===== config.mk =====
export PLATFORM = sky130hd
export DESIGN_NAME = weather_window_statistics_top_flat
export DESIGN_NICKNAME = d
export VERILOG_FILES = /design/src/hw/rtl/wws_pkg.sv /design/src/hw/rtl/wws_if.sv /design/src/hw/rtl/wws_front.sv /design/src/hw/rtl/wws_back.sv /design/src/hw/rtl/weather_window_statistics_top.sv /design/src/flat_wrapper.sv
export SDC_FILE = /design/constraint.sdc
export NUM_CORES = 2
export LEC_CHECK = 0
export BUFFER_PORTS_ARGS = -buffer_cell sky130_fd_sc_hd__buf_4
export CORE_ASPECT_RATIO = 1.75
export CORE_MARGIN = 2
export CORE_UTILIZATION = 24
export DETAILED_ROUTE_END_ITERATION = 16
export PLACE_DENSITY_LB_ADDON = 0.05
export SETUP_SLACK_MARGIN = 0.1
export SLEW_MARGIN = 10
export SYNTH_ARGS = -nofsm -noshare
export SYNTH_HDL_FRONTEND = slang
export SYNTH_SLANG_ARGS = --single-unit

===== constraint.sdc =====
create_clock -name i_clk -period 9.3 [get_ports i_clk]
set_input_delay 1.395 -clock i_clk [delete_from_list [all_inputs] [get_ports i_clk]]
set_output_delay 1.395 -clock i_clk [all_outputs]
set_load 0.05 [all_outputs]

===== src/hw/rtl/wws_pkg.sv =====
// Package with shared types, constants and CORDIC angle table for the weather window statistics.
`timescale 1ns / 1ps
`default_nettype none
package wws_pkg;

    localparam int unsigned CORDIC_STEPS = 16;
    localparam int unsigned DIV_STEPS    = 32;

    // Register indexes of the configuration port.
    localparam logic [0:0] REG_WINDOW_SECONDS = 1'b0;
    localparam logic [0:0] REG_DECLINATION    = 1'b1;

    localparam logic [11:0] WINDOW_RESET      = 12'd60;
    localparam logic [15:0] DECLINATION_RESET = 16'd2875;
    localparam logic [15:0] FULL_CIRCLE       = 16'd36000;
    localparam logic [15:0] HALF_CIRCLE       = 16'd18000;
    localparam logic [15:0] QUARTER_CIRCLE    = 16'd9000;
    localparam logic [15:0] COUNT_FULL        = 16'hFFFF;

    // Channel positions inside a valid mask.
    localparam int unsigned CH_SPD = 0;
    localparam int unsigned CH_DIR = 1;
    localparam int unsigned CH_TMP = 2;
    localparam int unsigned CH_HUM = 3;
    localparam int unsigned CH_PRS = 4;

    typedef struct packed {
        logic [0:0]  station;
        logic [31:0] time_sec;
        logic [19:0] time_usec;
        logic [4:0]  valid_mask;
        logic [15:0] speed;
        logic [15:0] direction;
        logic signed [11:0] temperature;
        logic [9:0]  humidity;
        logic [13:0] pressure;
    } t_sample;

    typedef struct packed {
        logic [0:0]  out_station;
        logic [31:0] window_end_sec;
        logic [4:0]  stats_valid_mask;
        logic [15:0] mean_speed;
        logic [15:0] min_speed;
        logic [15:0] max_speed;
        logic [15:0] mean_dir_magnetic;
        logic [15:0] mean_dir_true;
        logic signed [11:0] mean_temperature;
        logic [9:0]  mean_humidity;
        logic [13:0] mean_pressure;
    } t_result;

    typedef struct packed {
        logic [0:0]  cfg_index;
        logic [15:0] cfg_data;
    } t_cfg;

    // Arctangent of 2^-i in units of 1/25600 degree.
    function automatic logic signed [23:0] atan_entry(input logic [3:0] idx);
        case (idx)
            4'd0:  atan_entry = 24'sd1152000;
            4'd1:  atan_entry = 24'sd680065;
            4'd2:  atan_entry = 24'sd359328;
            4'd3:  atan_entry = 24'sd182400;
            4'd4:  atan_entry = 24'sd91554;
            4'd5:  atan_entry = 24'sd45822;
            4'd6:  atan_entry = 24'sd22916;
            4'd7:  atan_entry = 24'sd11459;
            4'd8:  atan_entry = 24'sd5730;
            4'd9:  atan_entry = 24'sd2865;
            4'd10: atan_entry = 24'sd1432;
            4'd11: atan_entry = 24'sd716;
            4'd12: atan_entry = 24'sd358;
            4'd13: atan_entry = 24'sd179;
            4'd14: atan_entry = 24'sd90;
            default: atan_entry = 24'sd45;
        endcase
    endfunction

    typedef enum logic [3:0] {
        ST_IDLE,
        ST_DIV_WIN,
        ST_DECIDE,
        ST_EMIT_DIV,
        ST_EMIT_VEC,
        ST_EMIT_ROUND,
        ST_EMIT_WRAP,
        ST_EMIT_OUT,
        ST_NEW_WIN,
        ST_NEW_END,
        ST_ROT,
        ST_ACCUM
    } t_state;

endpackage
`default_nettype wire


===== src/hw/rtl/wws_if.sv =====
// Valid/ready channel interfaces for samples, results and configuration words.
`timescale 1ns / 1ps
`default_nettype none
interface wws_sample_if;
    import wws_pkg::*;
    logic    valid;
    logic    ready;
    t_sample data;
    modport source (output valid, output data, input ready);
    modport sink   (input valid, input data, output ready);
endinterface

interface wws_result_if;
    import wws_pkg::*;
    logic    valid;
    logic    ready;
    t_result data;
    modport source (output valid, output data, input ready);
    modport sink   (input valid, input data, output ready);
endinterface

interface wws_cfg_if;
    import wws_pkg::*;
    logic valid;
    logic ready;
    t_cfg data;
    modport source (output valid, output data, input ready);
    modport sink   (input valid, input data, output ready);
endinterface
`default_nettype wire


===== src/hw/rtl/wws_front.sv =====
// Front end: takes sample words, drops out-of-range stations and queues the rest.
`timescale 1ns / 1ps
`default_nettype none
module wws_front
    import wws_pkg::*;
#(
    parameter int unsigned NUM_STATIONS = 2
) (
    input  wire logic    i_clk,
    input  wire logic    i_rst_n,
    wws_sample_if.sink   s_in,
    output logic         o_q_valid,
    output t_sample      o_q_data,
    input  wire logic    i_q_pop
);
    localparam int unsigned DEPTH = 2;

    t_sample      r_mem [DEPTH];
    logic [0:0]   r_wr_ptr, r_rd_ptr;
    logic [1:0]   r_count;
    logic         w_push, w_keep;

    // A station beyond the configured count is consumed and dropped.
    assign w_keep    = ({31'd0, s_in.data.station} < NUM_STATIONS);
    assign s_in.ready = (r_count != 2'(DEPTH));
    assign w_push    = s_in.valid && s_in.ready && w_keep;
    assign o_q_valid = (r_count != 2'd0);
    assign o_q_data  = r_mem[r_rd_ptr];

    // Queue storage.
    always_ff @(posedge i_clk) begin
        if (w_push) begin
            r_mem[r_wr_ptr] <= s_in.data;
        end
    end

    // Queue pointers and fill count.
    always_ff @(posedge i_clk) begin
        if (!i_rst_n) begin
            r_wr_ptr <= '0;
            r_rd_ptr <= '0;
            r_count  <= '0;
        end else begin
            if (w_push) begin
                r_wr_ptr <= r_wr_ptr + 1'b1;
            end
            if (i_q_pop) begin
                r_rd_ptr <= r_rd_ptr + 1'b1;
            end
            r_count <= r_count + {1'b0, w_push} - {1'b0, i_q_pop};
        end
    end
endmodule
`default_nettype wire


===== src/hw/rtl/wws_back.sv =====
// Back end: window tracking, accumulation and CORDIC for each sample, with serial division.
`timescale 1ns / 1ps
`default_nettype none
module wws_back
    import wws_pkg::*;
#(
    parameter int unsigned NUM_STATIONS = 2
) (
    input  wire logic    i_clk,
    input  wire logic    i_rst_n,
    input  wire logic    i_q_valid,
    input  t_sample      i_q_data,
    output logic         o_q_pop,
    input  wire logic [11:0] i_window_seconds,
    input  wire logic [15:0] i_declination,
    output logic         o_busy,
    wws_result_if.source m_out
);
    localparam int unsigned SW = (NUM_STATIONS > 1) ? $clog2(NUM_STATIONS) : 1;

    // Per-station state.
    logic [31:0]        r_wend  [NUM_STATIONS];
    logic [15:0]        r_cnt   [NUM_STATIONS][5];
    logic [31:0]        r_ssum  [NUM_STATIONS];
    logic signed [31:0] r_tsum  [NUM_STATIONS];
    logic [31:0]        r_hsum  [NUM_STATIONS];
    logic [31:0]        r_psum  [NUM_STATIONS];
    logic signed [31:0] r_sinsum[NUM_STATIONS];
    logic signed [31:0] r_cossum[NUM_STATIONS];
    logic [15:0]        r_smin  [NUM_STATIONS];
    logic [15:0]        r_smax  [NUM_STATIONS];

    t_state r_state, n_state;
    t_sample r_smp;
    logic [SW-1:0] r_st;
    logic [4:0] r_sub;
    logic [5:0] r_step;

    // Shared serial divider: 32-bit dividend, 17-bit divisor (up to 65535 or window).
    logic [31:0] r_quo;
    logic [32:0] r_rem;
    logic [16:0] r_den;
    logic [32:0] w_trial;

    // CORDIC working registers.
    logic signed [35:0] r_x, r_y;
    logic signed [25:0] r_z;
    logic               r_flip;

    // Result being built.
    t_result r_res;
    logic    r_out_valid;
    logic [16:0] w_dir_mod;
    logic [16:0] w_dec_mod;
    logic signed [16:0] w_ang;
    logic [32:0] w_end_prod;
    logic signed [26:0] w_zr;
    logic [17:0] w_tru;

    // Window end of the station in hand.
    logic [31:0] w_wend;
    assign w_wend = r_wend[r_st];

    assign m_out.valid = r_out_valid;
    assign m_out.data  = r_res;
    assign o_busy      = (r_state != ST_IDLE) || r_out_valid || i_q_valid;
    assign w_trial     = {r_rem[31:0], r_quo[31]} - {16'd0, r_den};

    // Direction folded into one range, declination likewise.
    assign w_dir_mod = (r_smp.direction >= FULL_CIRCLE) ?
                       {1'b0, r_smp.direction - FULL_CIRCLE} : {1'b0, r_smp.direction};
    assign w_dec_mod = (i_declination >= FULL_CIRCLE) ?
                       {1'b0, i_declination - FULL_CIRCLE} : {1'b0, i_declination};
    assign w_end_prod = ({1'b0, r_quo} + 33'd1) * 33'({21'd0, r_den[11:0]});
    assign w_zr = ($signed({r_z[25], r_z}) + 27'sd128) >>> 8;
    assign w_tru = {2'b0, r_res.mean_dir_magnetic} + {1'b0, w_dec_mod};

    assign o_q_pop = (r_state == ST_ACCUM);

    logic w_pass;
    assign w_pass = (r_smp.time_sec > w_wend) ||
                    ((r_smp.time_sec == w_wend) && (r_smp.time_usec != 20'd0));

    // State register.
    always_ff @(posedge i_clk) begin
        if (!i_rst_n) begin
            r_state <= ST_IDLE;
        end else begin
            r_state <= n_state;
        end
    end

    // Next state. A freshly opened first window is checked again against the sample.
    always_comb begin
        n_state = r_state;
        case (r_state)
            ST_IDLE:       if (i_q_valid && !r_out_valid) n_state = ST_DECIDE;
            ST_DECIDE:     n_state = (w_wend == 32'd0) ? ST_NEW_WIN :
                                     (w_pass ? ST_EMIT_DIV : ST_ROT);
            ST_EMIT_DIV:   if (r_step == 6'(DIV_STEPS) && r_sub == 5'd4) n_state = ST_EMIT_VEC;
            ST_EMIT_VEC:   if (r_step == 6'(CORDIC_STEPS)) n_state = ST_EMIT_ROUND;
            ST_EMIT_ROUND: n_state = ST_EMIT_WRAP;
            ST_EMIT_WRAP:  n_state = ST_EMIT_OUT;
            ST_EMIT_OUT:   n_state = ST_NEW_WIN;
            ST_NEW_WIN:    n_state = ST_DIV_WIN;
            ST_DIV_WIN:    if (r_step == 6'(DIV_STEPS)) n_state = ST_NEW_END;
            ST_NEW_END:    n_state = (r_sub == 5'd0) ? ST_DECIDE : ST_ROT;
            ST_ROT:        if (r_step == 6'(CORDIC_STEPS)) n_state = ST_ACCUM;
            ST_ACCUM:      n_state = ST_IDLE;
            default:       n_state = ST_IDLE;
        endcase
    end

    // Datapath.
    always_ff @(posedge i_clk) begin
        if (!i_rst_n) begin
            r_out_valid <= 1'b0;
            for (int s = 0; s < NUM_STATIONS; s++) begin
                r_wend[s] <= '0;
                for (int c = 0; c < 5; c++) r_cnt[s][c] <= '0;
                r_ssum[s] <= '0; r_tsum[s] <= '0; r_hsum[s] <= '0; r_psum[s] <= '0;
                r_sinsum[s] <= '0; r_cossum[s] <= '0; r_smin[s] <= '0; r_smax[s] <= '0;
            end
            r_step <= '0;
            r_sub  <= '0;
        end else begin
            if (m_out.valid && m_out.ready) begin
                r_out_valid <= 1'b0;
            end
            case (r_state)
                ST_IDLE: begin
                    r_smp  <= i_q_data;
                    r_st   <= SW'(i_q_data.station);
                    r_step <= '0;
                    r_sub  <= '0;
                end
                ST_DECIDE: begin
                    r_step <= '0;
                    r_sub  <= '0;
                    r_rem  <= '0;
                    r_quo  <= r_ssum[r_st];
                    r_den  <= {1'b0, r_cnt[r_st][CH_SPD]};
                    r_res  <= '0;
                end
                ST_EMIT_DIV: begin
                    // One quotient bit a cycle for each of the four means.
                    if (r_step != 6'(DIV_STEPS)) begin
                        if (!w_trial[32]) begin
                            r_rem <= w_trial;
                            r_quo <= {r_quo[30:0], 1'b1};
                        end else begin
                            r_rem <= {r_rem[31:0], r_quo[31]};
                            r_quo <= {r_quo[30:0], 1'b0};
                        end
                        r_step <= r_step + 6'd1;
                    end else begin
                        r_step <= '0;
                        r_rem  <= '0;
                        case (r_sub)
                            5'd0: begin
                                r_res.mean_speed <= r_quo[15:0];
                                r_quo <= r_tsum[r_st][31] ? 32'(-r_tsum[r_st])
                                                          : 32'(r_tsum[r_st]);
                                r_den <= {1'b0, r_cnt[r_st][CH_TMP]};
                            end
                            5'd1: begin
                                r_res.mean_temperature <= r_tsum[r_st][31] ?
                                    12'(-r_quo) : r_quo[11:0];
                                r_quo <= r_hsum[r_st];
                                r_den <= {1'b0, r_cnt[r_st][CH_HUM]};
                            end
                            5'd2: begin
                                r_res.mean_humidity <= r_quo[9:0];
                                r_quo <= r_psum[r_st];
                                r_den <= {1'b0, r_cnt[r_st][CH_PRS]};
                            end
                            5'd3: begin
                                r_res.mean_pressure <= r_quo[13:0];
                                r_x <= 36'(r_cossum[r_st]);
                                r_y <= 36'(r_sinsum[r_st]);
                                r_z <= '0;
                            end
                            default: begin
                                // Vectoring setup: move into the right half plane.
                                if (r_x < 0) begin
                                    r_x <= -r_x;
                                    r_y <= -r_y;
                                    r_z <= 26'sd4608000;
                                end
                            end
                        endcase
                        if (r_sub != 5'd4) begin
                            r_sub <= r_sub + 5'd1;
                        end
                    end
                end
                ST_EMIT_VEC: begin
                    if (r_step != 6'(CORDIC_STEPS)) begin
                        if (r_y >= 0) begin
                            r_x <= r_x + (r_y >>> r_step[3:0]);
                            r_y <= r_y - (r_x >>> r_step[3:0]);
                            r_z <= r_z + 26'(atan_entry(r_step[3:0]));
                        end else begin
                            r_x <= r_x - (r_y >>> r_step[3:0]);
                            r_y <= r_y + (r_x >>> r_step[3:0]);
                            r_z <= r_z - 26'(atan_entry(r_step[3:0]));
                        end
                        r_step <= r_step + 6'd1;
                    end
                end
                ST_EMIT_ROUND: begin
                    // Round to hundredths; the angle stays within one turn either way.
                    if (w_zr < 0) begin
                        r_res.mean_dir_magnetic <= 16'(w_zr + 27'sd36000);
                    end else if (w_zr >= 27'sd36000) begin
                        r_res.mean_dir_magnetic <= 16'(w_zr - 27'sd36000);
                    end else begin
                        r_res.mean_dir_magnetic <= 16'(w_zr);
                    end
                    if (r_cossum[r_st] == 0 && r_sinsum[r_st] == 0) begin
                        r_res.mean_dir_magnetic <= QUARTER_CIRCLE;
                    end
                end
                ST_EMIT_WRAP: begin
                    r_res.mean_dir_true <= (w_tru >= 18'(FULL_CIRCLE)) ?
                        16'(w_tru - 18'(FULL_CIRCLE)) : w_tru[15:0];
                end
                ST_EMIT_OUT: begin
                    r_res.out_station    <= 1'(r_st);
                    r_res.window_end_sec <= w_wend;
                    for (int c = 0; c < 5; c++) begin
                        r_res.stats_valid_mask[c] <= (r_cnt[r_st][c] != 16'd0);
                    end
                    if (r_cnt[r_st][CH_SPD] != 16'd0) begin
                        r_res.min_speed <= r_smin[r_st];
                        r_res.max_speed <= r_smax[r_st];
                    end else begin
                        r_res.mean_speed <= '0;
                        r_res.min_speed  <= '0;
                        r_res.max_speed  <= '0;
                    end
                    if (r_cnt[r_st][CH_DIR] == 16'd0) begin
                        r_res.mean_dir_magnetic <= '0;
                        r_res.mean_dir_true     <= '0;
                    end
                    if (r_cnt[r_st][CH_TMP] == 16'd0) r_res.mean_temperature <= '0;
                    if (r_cnt[r_st][CH_HUM] == 16'd0) r_res.mean_humidity <= '0;
                    if (r_cnt[r_st][CH_PRS] == 16'd0) r_res.mean_pressure <= '0;
                    r_out_valid <= 1'b1;
                    // Clear the station for the next window.
                    for (int c = 0; c < 5; c++) r_cnt[r_st][c] <= '0;
                    r_ssum[r_st] <= '0; r_tsum[r_st] <= '0;
                    r_hsum[r_st] <= '0; r_psum[r_st] <= '0;
                    r_sinsum[r_st] <= '0; r_cossum[r_st] <= '0;
                    r_smin[r_st] <= '0; r_smax[r_st] <= '0;
                end
                ST_NEW_WIN: begin
                    r_step <= '0;
                    r_rem  <= '0;
                    r_quo  <= r_smp.time_sec;
                    r_den  <= {5'd0, (i_window_seconds == 12'd0) ? 12'd1 : i_window_seconds};
                end
                ST_DIV_WIN: begin
                    if (r_step != 6'(DIV_STEPS)) begin
                        if (!w_trial[32]) begin
                            r_rem <= w_trial;
                            r_quo <= {r_quo[30:0], 1'b1};
                        end else begin
                            r_rem <= {r_rem[31:0], r_quo[31]};
                            r_quo <= {r_quo[30:0], 1'b0};
                        end
                        r_step <= r_step + 6'd1;
                    end
                end
                ST_NEW_END: begin
                    r_wend[r_st] <= w_end_prod[32] ? 32'hFFFF_FFFF : w_end_prod[31:0];
                    r_step <= '0;
                    // Rotation setup: reset the start vector and the flip.
                    r_x    <= 36'sd9949;
                    r_y    <= '0;
                    r_flip <= 1'b0;
                end
                ST_ROT: begin
                    if (r_step == 6'd0) begin
                        r_x <= 36'sd9949;
                        r_y <= '0;
                        if (w_ang > $signed({1'b0, QUARTER_CIRCLE})) begin
                            r_z <= 26'((w_ang - $signed({1'b0, HALF_CIRCLE})) * 256);
                            r_flip <= 1'b1;
                        end else if (w_ang < -$signed({1'b0, QUARTER_CIRCLE})) begin
                            r_z <= 26'((w_ang + $signed({1'b0, HALF_CIRCLE})) * 256);
                            r_flip <= 1'b1;
                        end else begin
                            r_z <= 26'(w_ang * 256);
                            r_flip <= 1'b0;
                        end
                        r_step <= 6'd1;
                    end else if (r_step <= 6'(CORDIC_STEPS)) begin
                        if (r_z >= 0) begin
                            r_x <= r_x - (r_y >>> (r_step[3:0] - 4'd1));
                            r_y <= r_y + (r_x >>> (r_step[3:0] - 4'd1));
                            r_z <= r_z - 26'(atan_entry(r_step[3:0] - 4'd1));
                        end else begin
                            r_x <= r_x + (r_y >>> (r_step[3:0] - 4'd1));
                            r_y <= r_y - (r_x >>> (r_step[3:0] - 4'd1));
                            r_z <= r_z + 26'(atan_entry(r_step[3:0] - 4'd1));
                        end
                        r_step <= (r_step == 6'(CORDIC_STEPS)) ? 6'd17 : r_step + 6'd1;
                    end
                end
                ST_ACCUM: begin
                    if (r_smp.valid_mask[CH_SPD] && r_cnt[r_st][CH_SPD] != COUNT_FULL) begin
                        if (r_cnt[r_st][CH_SPD] == 16'd0) begin
                            r_smin[r_st] <= r_smp.speed;
                            r_smax[r_st] <= r_smp.speed;
                        end else begin
                            if (r_smp.speed < r_smin[r_st]) r_smin[r_st] <= r_smp.speed;
                            if (r_smp.speed > r_smax[r_st]) r_smax[r_st] <= r_smp.speed;
                        end
                        r_ssum[r_st] <= r_ssum[r_st] + {16'd0, r_smp.speed};
                        r_cnt[r_st][CH_SPD] <= r_cnt[r_st][CH_SPD] + 16'd1;
                    end
                    if (r_smp.valid_mask[CH_DIR] && r_cnt[r_st][CH_DIR] != COUNT_FULL) begin
                        r_sinsum[r_st] <= r_sinsum[r_st] + (r_flip ? -32'(r_y) : 32'(r_y));
                        r_cossum[r_st] <= r_cossum[r_st] + (r_flip ? -32'(r_x) : 32'(r_x));
                        r_cnt[r_st][CH_DIR] <= r_cnt[r_st][CH_DIR] + 16'd1;
                    end
                    if (r_smp.valid_mask[CH_TMP] && r_cnt[r_st][CH_TMP] != COUNT_FULL) begin
                        r_tsum[r_st] <= r_tsum[r_st] + 32'(r_smp.temperature);
                        r_cnt[r_st][CH_TMP] <= r_cnt[r_st][CH_TMP] + 16'd1;
                    end
                    if (r_smp.valid_mask[CH_HUM] && r_cnt[r_st][CH_HUM] != COUNT_FULL) begin
                        r_hsum[r_st] <= r_hsum[r_st] + {22'd0, r_smp.humidity};
                        r_cnt[r_st][CH_HUM] <= r_cnt[r_st][CH_HUM] + 16'd1;
                    end
                    if (r_smp.valid_mask[CH_PRS] && r_cnt[r_st][CH_PRS] != COUNT_FULL) begin
                        r_psum[r_st] <= r_psum[r_st] + {18'd0, r_smp.pressure};
                        r_cnt[r_st][CH_PRS] <= r_cnt[r_st][CH_PRS] + 16'd1;
                    end
                end
                default: begin
                end
            endcase
            // A known window that the sample does not pass skips the division and goes straight to rotation.
            if (r_state == ST_DECIDE && w_wend != 32'd0 && !w_pass) begin
                r_step <= '0;
            end
        end
    end

    // Signed direction in -17999..18000.
    assign w_ang = (w_dir_mod > {1'b0, HALF_CIRCLE}) ?
                   $signed(w_dir_mod) - $signed({1'b0, FULL_CIRCLE}) : $signed(w_dir_mod);
endmodule
`default_nettype wire


===== src/hw/rtl/weather_window_statistics_top.sv =====
// Top level of the weather window statistics block.
// A sample that closes no window goes through the CORDIC rotation and accumulation; the first
// sample of a station takes a window division before that; one that closes a window shows its
// result after the shared bit-serial divider (five passes) and a CORDIC vectoring, then finishes
// after the window-end division and a second CORDIC, the rotation.
// Throughput: one sample at a time in the back end; a two-word queue buffers the input.
// Reset (synchronous, active low) clears all station state and sets the registers to defaults.
`timescale 1ns / 1ps
`default_nettype none
module weather_window_statistics_top
    import wws_pkg::*;
#(
    parameter int unsigned NUM_STATIONS = 2
) (
    input  wire logic    i_clk,
    input  wire logic    i_rst_n,
    wws_sample_if.sink   s_in,
    wws_cfg_if.sink      s_cfg,
    wws_result_if.source m_out
);
    logic        w_q_valid, w_q_pop, w_busy;
    t_sample     w_q_data;
    logic [11:0] r_window_seconds;
    logic [15:0] r_declination;

    // Configuration registers.
    assign s_cfg.ready = 1'b1;
    always_ff @(posedge i_clk) begin
        if (!i_rst_n) begin
            r_window_seconds <= WINDOW_RESET;
            r_declination    <= DECLINATION_RESET;
        end else if (s_cfg.valid) begin
            case (s_cfg.data.cfg_index)
                REG_WINDOW_SECONDS: r_window_seconds <= s_cfg.data.cfg_data[11:0];
                REG_DECLINATION:    r_declination    <= s_cfg.data.cfg_data;
                default: begin
                end
            endcase
        end
    end

    wws_front #(.NUM_STATIONS(NUM_STATIONS)) u_front (
        .i_clk, .i_rst_n, .s_in,
        .o_q_valid(w_q_valid), .o_q_data(w_q_data), .i_q_pop(w_q_pop)
    );

    wws_back #(.NUM_STATIONS(NUM_STATIONS)) u_back (
        .i_clk, .i_rst_n,
        .i_q_valid(w_q_valid), .i_q_data(w_q_data), .o_q_pop(w_q_pop),
        .i_window_seconds(r_window_seconds), .i_declination(r_declination),
        .o_busy(w_busy), .m_out
    );

    // A result word holds until taken.
    a_out_hold: assert property (@(posedge i_clk) disable iff (!i_rst_n)
        m_out.valid && !m_out.ready |=> m_out.valid && $stable(m_out.data))
        else $error("result word changed while stalled");
    // Queue pops only with a word present.
    a_pop_valid: assert property (@(posedge i_clk) disable iff (!i_rst_n)
        w_q_pop |-> w_q_valid)
        else $error("pop from empty queue");
    // A new result rises only while the block is busy.
    a_res_busy: assert property (@(posedge i_clk) disable iff (!i_rst_n)
        $rose(m_out.valid) |-> w_busy)
        else $error("result without work");
endmodule
`default_nettype wire


===== src/flat_wrapper.sv =====
// flat-port wrapper written by rule: the top's interface ports become plain ports
module weather_window_statistics_top_flat import wws_pkg::*;
#(
    parameter int unsigned NUM_STATIONS = 2
)
  (i_clk, i_rst_n, s_in_valid, s_in_data, s_in_ready, s_cfg_valid, s_cfg_data, s_cfg_ready, m_out_valid, m_out_data, m_out_ready);
  wws_sample_if s_in_i ();
  wws_cfg_if s_cfg_i ();
  wws_result_if m_out_i ();
  input  wire logic i_clk;
  input  wire logic i_rst_n;
  input wire logic [$bits(s_in_i.valid)-1:0] s_in_valid;
  input wire logic [$bits(s_in_i.data)-1:0] s_in_data;
  output wire logic [$bits(s_in_i.ready)-1:0] s_in_ready;
  input wire logic [$bits(s_cfg_i.valid)-1:0] s_cfg_valid;
  input wire logic [$bits(s_cfg_i.data)-1:0] s_cfg_data;
  output wire logic [$bits(s_cfg_i.ready)-1:0] s_cfg_ready;
  output wire logic [$bits(m_out_i.valid)-1:0] m_out_valid;
  output wire logic [$bits(m_out_i.data)-1:0] m_out_data;
  input wire logic [$bits(m_out_i.ready)-1:0] m_out_ready;
  assign s_in_i.valid = s_in_valid;
  assign s_in_i.data = s_in_data;
  assign s_in_ready = s_in_i.ready;
  assign s_cfg_i.valid = s_cfg_valid;
  assign s_cfg_i.data = s_cfg_data;
  assign s_cfg_ready = s_cfg_i.ready;
  assign m_out_valid = m_out_i.valid;
  assign m_out_data = m_out_i.data;
  assign m_out_i.ready = m_out_ready;
  weather_window_statistics_top #(.NUM_STATIONS(NUM_STATIONS)) u_core (.i_clk(i_clk), .i_rst_n(i_rst_n), .s_in(s_in_i), .s_cfg(s_cfg_i), .m_out(m_out_i));
endmodule

**Word-level counts from Yosys, hierarchy flattened**

Memory sizes are Yosys's and may differ from the RTL's. A register that Yosys moved wholly into a read port is not among the register bits.
Index checks and enable logic that the tools add are counted.

- $add $sub $neg: 48
- Multiply operators: 1
- $lt $le $gt $ge: 15
- Eq/ne operators: 51
- Shifts and indexed selects: 4
- Mux-type cells: 210
- Bitwise gates (word level): 17
- Reductions and logical operators: 83

Operators by type and width:

| operator | number |
|---|---|
| $mux W32 | 24 |
| $mux W36 | 15 |
| $mux W24 | 18 |
| $mux W16 | 20 |
| $pmux W36 S4 | 2 |
| $mux W26 | 9 |
| $reduce_or A32 Y1 | 7 |
| $pmux W32 S3 | 2 |
| $add A36 B36 Y36 | 4 |
| $pmux W16 S3 | 3 |
| $pmux W36 S2 | 2 |
| $sshr A36 B4 Y36 | 4 |
| $sub A36 B36 Y36 | 4 |
| $pmux W32 S4 | 1 |
| $pmux W36 S3 | 1 |
| $pmux W17 S3 | 2 |
| $logic_not A32 Y1 | 3 |
| $neg A32 Y32 | 3 |
| $add A16 B1 Y16 const B | 5 |
| $logic_not A16 Y1 | 5 |
| $mux W80 | 1 |
| $ne A16 B16 Y1 const B | 5 |
| $reduce_bool A16 Y1 | 5 |
| $reduce_or A80 Y1 | 1 |
| 97 further kinds | 283 |

- Register bits: 382
- Bits in writable memories: 924
- Memory bits (read-only): 1344
- Word-level logic and storage cells: 471
- Memories: 15

Memory list:

| name | depth | bits a word | read ports | clocked after Yosys merged registers in | write ports | RTL line | source |
|---|---|---|---|---|---|---|---|
| (name not given) | 16 | 21 | 1 | 1 | 0 | wws_pkg.sv:60 | `case (idx)` |
| (name not given) | 16 | 21 | 1 | 1 | 0 | wws_pkg.sv:60 |  |
| (name not given) | 16 | 21 | 1 | 0 | 0 | wws_pkg.sv:60 |  |
| (name not given) | 16 | 21 | 1 | 0 | 0 | wws_pkg.sv:60 |  |
| u_core.u_front.r_mem | 2 | 126 | 1 | 1 | 1 | wws_front.sv:18 | `t_sample r_mem [DEPTH];` |
| u_core.u_back.r_cnt | 2 | 80 | 1 | 0 | 2 | wws_back.sv:23 | `logic [15:0] r_cnt [NUM_STATIONS][5];` |
| +9 memories | n/a | n/a | n/a | n/a | n/a | n/a |  |

**Longest topological paths before layout**

An unclocked memory read counts as a cell.

- Word-level depth: 12
- Gate-level depth with buffers: 37
- Depth with buffers taken out: 29

**Modules after synthesis**

A second synthesis with hierarchy kept.

- Cell total of the unflattened synthesis: 10449
- Area total of the unflattened synthesis: 106001.7 um^2

Modules (own cells, without submodules):

| module | times used | cells each | area an instance (um^2) | seq. area each (um^2) |
|---|---|---|---|---|
| wws_back | 1 | 9904 | 95297.6 | 34723.3 |
| wws_front | 1 | 420 | 9510.4 | 7667.4 |
| weather_window_statistics_top | 1 | 125 | 1193.6 | 560.5 |

**Worst setup path before layout**

Ideal clock, no wire load.

- Kind: register -> register
- From: register u_core.u_back.r_step[1]
- To: register u_core.u_back.r_x[34], data pin
- Library setup time: 263 ps
- Data arrival time: 8533 ps
- Slack: 504 ps
- Cell stages (with the launch flop): 37
- Period minus slack after synthesis: 8796 ps
- Cell sequence: dfxtp_1 -> buf_2 -> buf_2 -> buf_2 -> buf_2 -> buf_2 -> buf_2 -> clkinv_1 -> ha_1 -> buf_2 -> buf_2 -> buf_2 -> buf_2 -> mux4_2 -> nand2_1 -> nand3_1 -> nand2_1 -> ha_1 -> inv_1 -> or4_1 -> or2_2 -> o41ai_1 -> xor2_1 -> ha_1 -> nand3_1 -> o221ai_1 -> a21oi_1 -> o21a_1 -> nor3_1 -> or4_1 -> a41o_1 -> o41ai_1 -> o21ai_0 -> o21ai_0 -> xnor2_1 -> a221oi_2 -> o21ai_1

- Longest elaborated chain between the ends: 7
- Elaborated cells between the ends (all ways): 14
- Classes of those cells: 5 x add/sub; 2 x shift; 6 x mux; 1 x reduce/logical

RTL lines:

| item | RTL line | source |
|---|---|---|
| from (decl) | wws_back.sv:37 | `logic [5:0] r_step;` |
| from (signal assigned) | wws_back.sv:155 | `r_step <= r_step + 6'd1;` |
| from (signal assigned) | wws_back.sv:208 | `r_step <= r_step + 6'd1;` |
| from (signal assigned) | wws_back.sv:272 | `r_step <= r_step + 6'd1;` |
| $sub A4 B1 Y4 | wws_back.sv:300, wws_back.sv:304 |  |
| $sshr A36 B4 Y36 | wws_back.sv:300, wws_back.sv:304 |  |
| $add A36 B36 Y36 / $sub A36 B36 Y36 (equally long branches) | wws_back.sv:304, wws_back.sv:300 |  |
| $mux W36 | wws_back.sv:299 | `if (r_z >= 0) begin` |
| $mux W36 | wws_back.sv:298 | `end else if (r_step <= 6'(CORDIC_STEPS)) begin` |
| $mux W36 | wws_back.sv:284 | `if (r_step == 6'd0) begin` |
| $pmux W36 S4 (*) | wws_back.sv:130 | `case (r_state)` |
| to (signal assigned) | wws_back.sv:179 | `r_x <= 36'(r_cossum[r_st]);` |
| to (signal assigned) | wws_back.sv:300 | `r_x <= r_x - (r_y >>> (r_step[3:0] - 4'd1));` |
| to (signal assigned) | wws_back.sv:304 | `r_x <= r_x + (r_y >>> (r_step[3:0] - 4'd1));` |
| to (decl) | wws_back.sv:46 | `logic signed [35:0] r_x, r_y;` |

Every way passes the cells marked *; elsewhere a longest branch is shown, timed or not. The select of a mux whose other input is x is not followed.
A chain may end at the register's enable or synchronous reset.

==> metrics.md <==
| Metric | Value |
|---|---|
| Most frequent CP cell | `fa_1` |
| DRT antenna net count | `0` |
| Mux cell area share after synthesis | `0.0936` |
| Buffers added on ports | `303` |
| Worst-Margin Slew | `1.36 ns` |
| Row Count | `322` |
| Synth Instances | `10500` |
| Total die area | `447000 um^2` |
| Slowest-stage cell, CP | `edfxtp_1` |
| Critical Setup Path Class | `flop to flop` |
| Pin count of the biggest net entering global routing | `130` |
| Worst Setup Start Kind | `flop` |
| Post-CTS sizing | `0` |
| Crit path time final | `8.44 ns` |
| Vias in the first global route | `86700` |
| Sequential Area | `42900 um^2` |
| Share of post-route cells with drive strength above 1 | `0.130` |
| Final core utilization | `0.278` |
| Number of enable flip-flop cells after synthesis | `1383` |
| Ys Warns | `0` |
| Multi-input gate area | `59100 um^2` |
| Crit. End Element | `flop` |
| Worst Path Arrival | `9.01 ns` |
| Post-synth ARST share | `0` |
| Core Area | `439000 um^2` |
| Setup repair bufs after CTS | `0` |
| Routed vias | `82700` |
| Slew Viols, Final | `0` |
| # nets final | `11700` |
| FF+latch count, synth | `1452` |
| CP max stage delay | `0.64 ns` |
| DR vias/cell | `4.92` |
| 1st-pass router iterations | `6` |
| Worst setup margin | `0.858 ns` |
| Rel. slew slack | `0.0815` |
| Part of the cycle the worst path needs | `0.908` |
| Clock Path Buffers | `4` |
| Worst Clk Skew | `0.0902 ns` |
| DRC | `0` |
| Final setup violation count | `0` |
| DR WL/cell | `27.7 um` |
| Syn Std Cell Area | `106000 um^2` |
| Fmax | `0.118 GHz` |
| Final Wtd Congestion | `0.885` |
| Aggregate global routing overflow | `0` |
| Cts bufs inserted | `175` |
| I/O Pins | `305` |
| DP Wirelength | `363 mm` |
| Fin Hold WS | `0.476 ns` |
| GRT Overall Usage | `0.203` |
| First DRT Iteration DRCs | `5038` |
| Global-route wire length before repair | `654 mm` |
| RSZ-0062 raised after global routing | `false` |
| Synth Area in Compound Gates | `0.117` |
| Setup_tns | `0 ns` |
| Post-Synth Simple-Gate Area | `0.155` |
| Clk pin slew, worst setup/hold paths | `0.07 ns` |
| Total number of H-tree levels | `4` |
| Synth Area in XOR/XNOR | `0.0777` |
| Adder-cell share of the synthesized area | `0.111` |
| Die W | `506 um` |
| Initial Utilization | `0.241` |
| Die height | `883 um` |
| Dpl ws | `0.919 ns` |
| Worst skew pair latency | `0.90 ns` |
| Synth Net Count | `11400` |
| Met2 Usage GRT | `0.408` |
| Final Hold Viols | `0` |
| CTS Root Cell | `clkbuf_16` |
| Critical path data required time | `9.87 ns` |
| Outcome | `completed` |
| Main combinational cell family by area after synthesis | `simple AND/OR/NAND/NOR gates` |
| Area grow syn2layout | `15.3%` |
| Fillers | `46400` |
| Max_cap viols | `0` |
| CTS tree | `done` |
| Clock sink count | `1452` |
| Seq/Total Area, Yosys | `0.405` |
| WL final | `466 mm` |
| Initial antenna violation count | `33` |
| M1 GR Usage | `0.197` |
| Post-CTS Hold Buffers | `0` |
| Synth cell types | `103` |
| GRT Max-Usage Layer | `met2` |
| Crit-path max FO | `32` |
| Type of the worst min-delay path | `flop to flop` |
| M3 GR Usage | `0.0203` |
| Main synth FF type | `edfxtp_1` |
| Avg Inst Size Synth | `10.1 um^2` |
-- path summary, 6_finish.rpt --
check | slack [ns] | end | cells past startpoint | start
max | 0.86 | u_core.u_back.r_wend[1][27] | 30 | u_core.u_back.r_quo[2]
min | 0.48 | u_core.r_declination[4] | 2 | u_core.r_declination[4]
max reg2reg | 0.86 | u_core.u_back.r_wend[1][27] | 30 | u_core.u_back.r_quo[2]
min reg2reg | 0.48 | u_core.r_declination[4] | 2 | u_core.r_declination[4]
-- metal layers --
layer / wire (um) / up-vias
met4: 31400 / 4
met5: 21 / -
li1: - / 38400
met1: 157000 / 41600
met3: 14300 / 725
met2: 263000 / 1945
-- registers in the layout, indices dropped and copies added, names as in the netlist, 4 cells and up, named ones only --
register,count
u_core.u_front.r_mem,252
u_core.u_back.r_cnt,160
u_core.u_back.m_out.data,154
u_core.u_back.r_smp,125
u_core.u_back.r_cossum,64
u_core.u_back.r_hsum,64
u_core.u_back.r_psum,64
u_core.u_back.r_sinsum,64
u_core.u_back.r_ssum,64
u_core.u_back.r_tsum,64
u_core.u_back.r_wend,64
u_core.u_back.r_x,35
u_core.u_back.r_y,35
u_core.u_back.r_quo,32
u_core.u_back.r_rem,32
u_core.u_back.r_smax,32
u_core.u_back.r_smin,32
u_core.u_back.r_z,26
u_core.r_declination,16
u_core.u_back.r_den,16
u_core.r_window_seconds,12
u_core.u_back.r_step,6
u_core.u_back.r_sub,5
u_core.u_back.r_state,4
-- cell type report --
type	count	share of cell area
Multi-Input combinational cell	7953	0.484
Tap cell	5832	0.0598
Clock inverter	92	0.00854
Sequential cell	1452	0.352
Clock buffer	218	0.0381
Timing Repair Buffer	601	0.0379
Antenna cell	99	0.00203
Inverter	572	0.0176
-- critical path, delay by kind of cell, from the launching register on --
kind,cells,cell delay (ns)
fa+ha+maj,6,2.97
simple gates,10,1.72
compound gates,7,1.48
buf+inv,5,0.72
flops,1,0.64
xor+xnor,2,0.62
-- through the flow --
stage,std cells,area (um^2)
floorplan,10500,106000
global placement,16400,116000
detailed placement,16400,116000
CTS,16700,122000
global route,16800,122000
finish,16800,122000
-- cells in the final DEF, fill, tap and decap left out, types with 75 or more instances in the layout --
| master | n |
|---|---|
| nand2b_1 | 115 |
| nor4_1 | 76 |
| mux2i_1 | 376 |
| nor2b_1 | 96 |
| o21a_1 | 75 |
| mux4_2 | 136 |
| o21ai_0 | 443 |
| and2_1 | 182 |
| nand3_1 | 171 |
| nor3_1 | 222 |
| ha_1 | 516 |
| nor2_1 | 1208 |
| mux2_2 | 258 |
| xor2_1 | 363 |
| a21oi_1 | 501 |
| edfxtp_1 | 1383 |
| inv_1 | 567 |
| nand2_1 | 970 |
| diode_2 | 99 |
| and3_1 | 104 |
| fa_1 | 263 |
| a21o_1 | 146 |
| clkbuf_16 | 180 |
| or3_1 | 118 |
| xnor2_1 | 559 |
| buf_4 | 592 |
-- cell families (layout without fill, tap and decap cells) --
| group | count (synthesis) | in the layout |
|---|---|---|
| adder cells (fa/ha/maj) | 781 | 781 |
| XOR/XNOR | 937 | 937 |
| AO/OA/AOI/OAI | 1919 | 1919 |
| buffers and inverters | 1113 | 1483 |
| multiplexers | 778 | 778 |
| flip-flops | 1452 | 1452 |
| AND/OR/NAND/NOR | 3537 | 3537 |
| other | 1 | 100 |
-- cells in the mapped netlist, types with 21 or more instances --
cell / n / share of area
buf_1: 57 / 0.0020
and3_1: 107 / 0.0063
o21ai_0: 455 / 0.022
o21a_1: 75 / 0.0053
o21bai_1: 51 / 0.0036
a221oi_1: 33 / 0.0027
xor2_1: 364 / 0.030
a21oi_1: 506 / 0.024
nor2_1: 1215 / 0.043
a32oi_1: 21 / 0.0017
nand2_1: 982 / 0.035
or3_1: 118 / 0.0070
xnor2_1: 571 / 0.047
o31ai_1: 71 / 0.0050
mux4_2: 136 / 0.029
or2_2: 50 / 0.0030
o41ai_1: 23 / 0.0019
o221ai_1: 36 / 0.0030
nor2b_1: 96 / 0.0057
nand2b_1: 115 / 0.0068
inv_1: 568 / 0.020
nor3_1: 234 / 0.011
a31oi_1: 71 / 0.0042
ha_1: 517 / 0.061
or4_1: 31 / 0.0022
clkbuf_1: 404 / 0.014
nor4_1: 78 / 0.0046
a211oi_1: 55 / 0.0039
a22oi_1: 33 / 0.0023
dfxtp_1: 69 / 0.013
mux2_2: 258 / 0.027
buf_2: 65 / 0.0031
and2_1: 181 / 0.011
o22ai_1: 61 / 0.0036
o211ai_1: 42 / 0.0030
a222oi_1: 41 / 0.0039
a211o_1: 21 / 0.0017
nand4_1: 71 / 0.0042
a21boi_0: 23 / 0.0016
edfxtp_1: 1383 / 0.39
a21o_1: 146 / 0.010
fa_1: 263 / 0.050
nand3_1: 174 / 0.0082
mux2i_1: 378 / 0.036
Power is not shown: default switching activity piles up to over one toggle a cycle in this logic, so the estimate is an artifact.
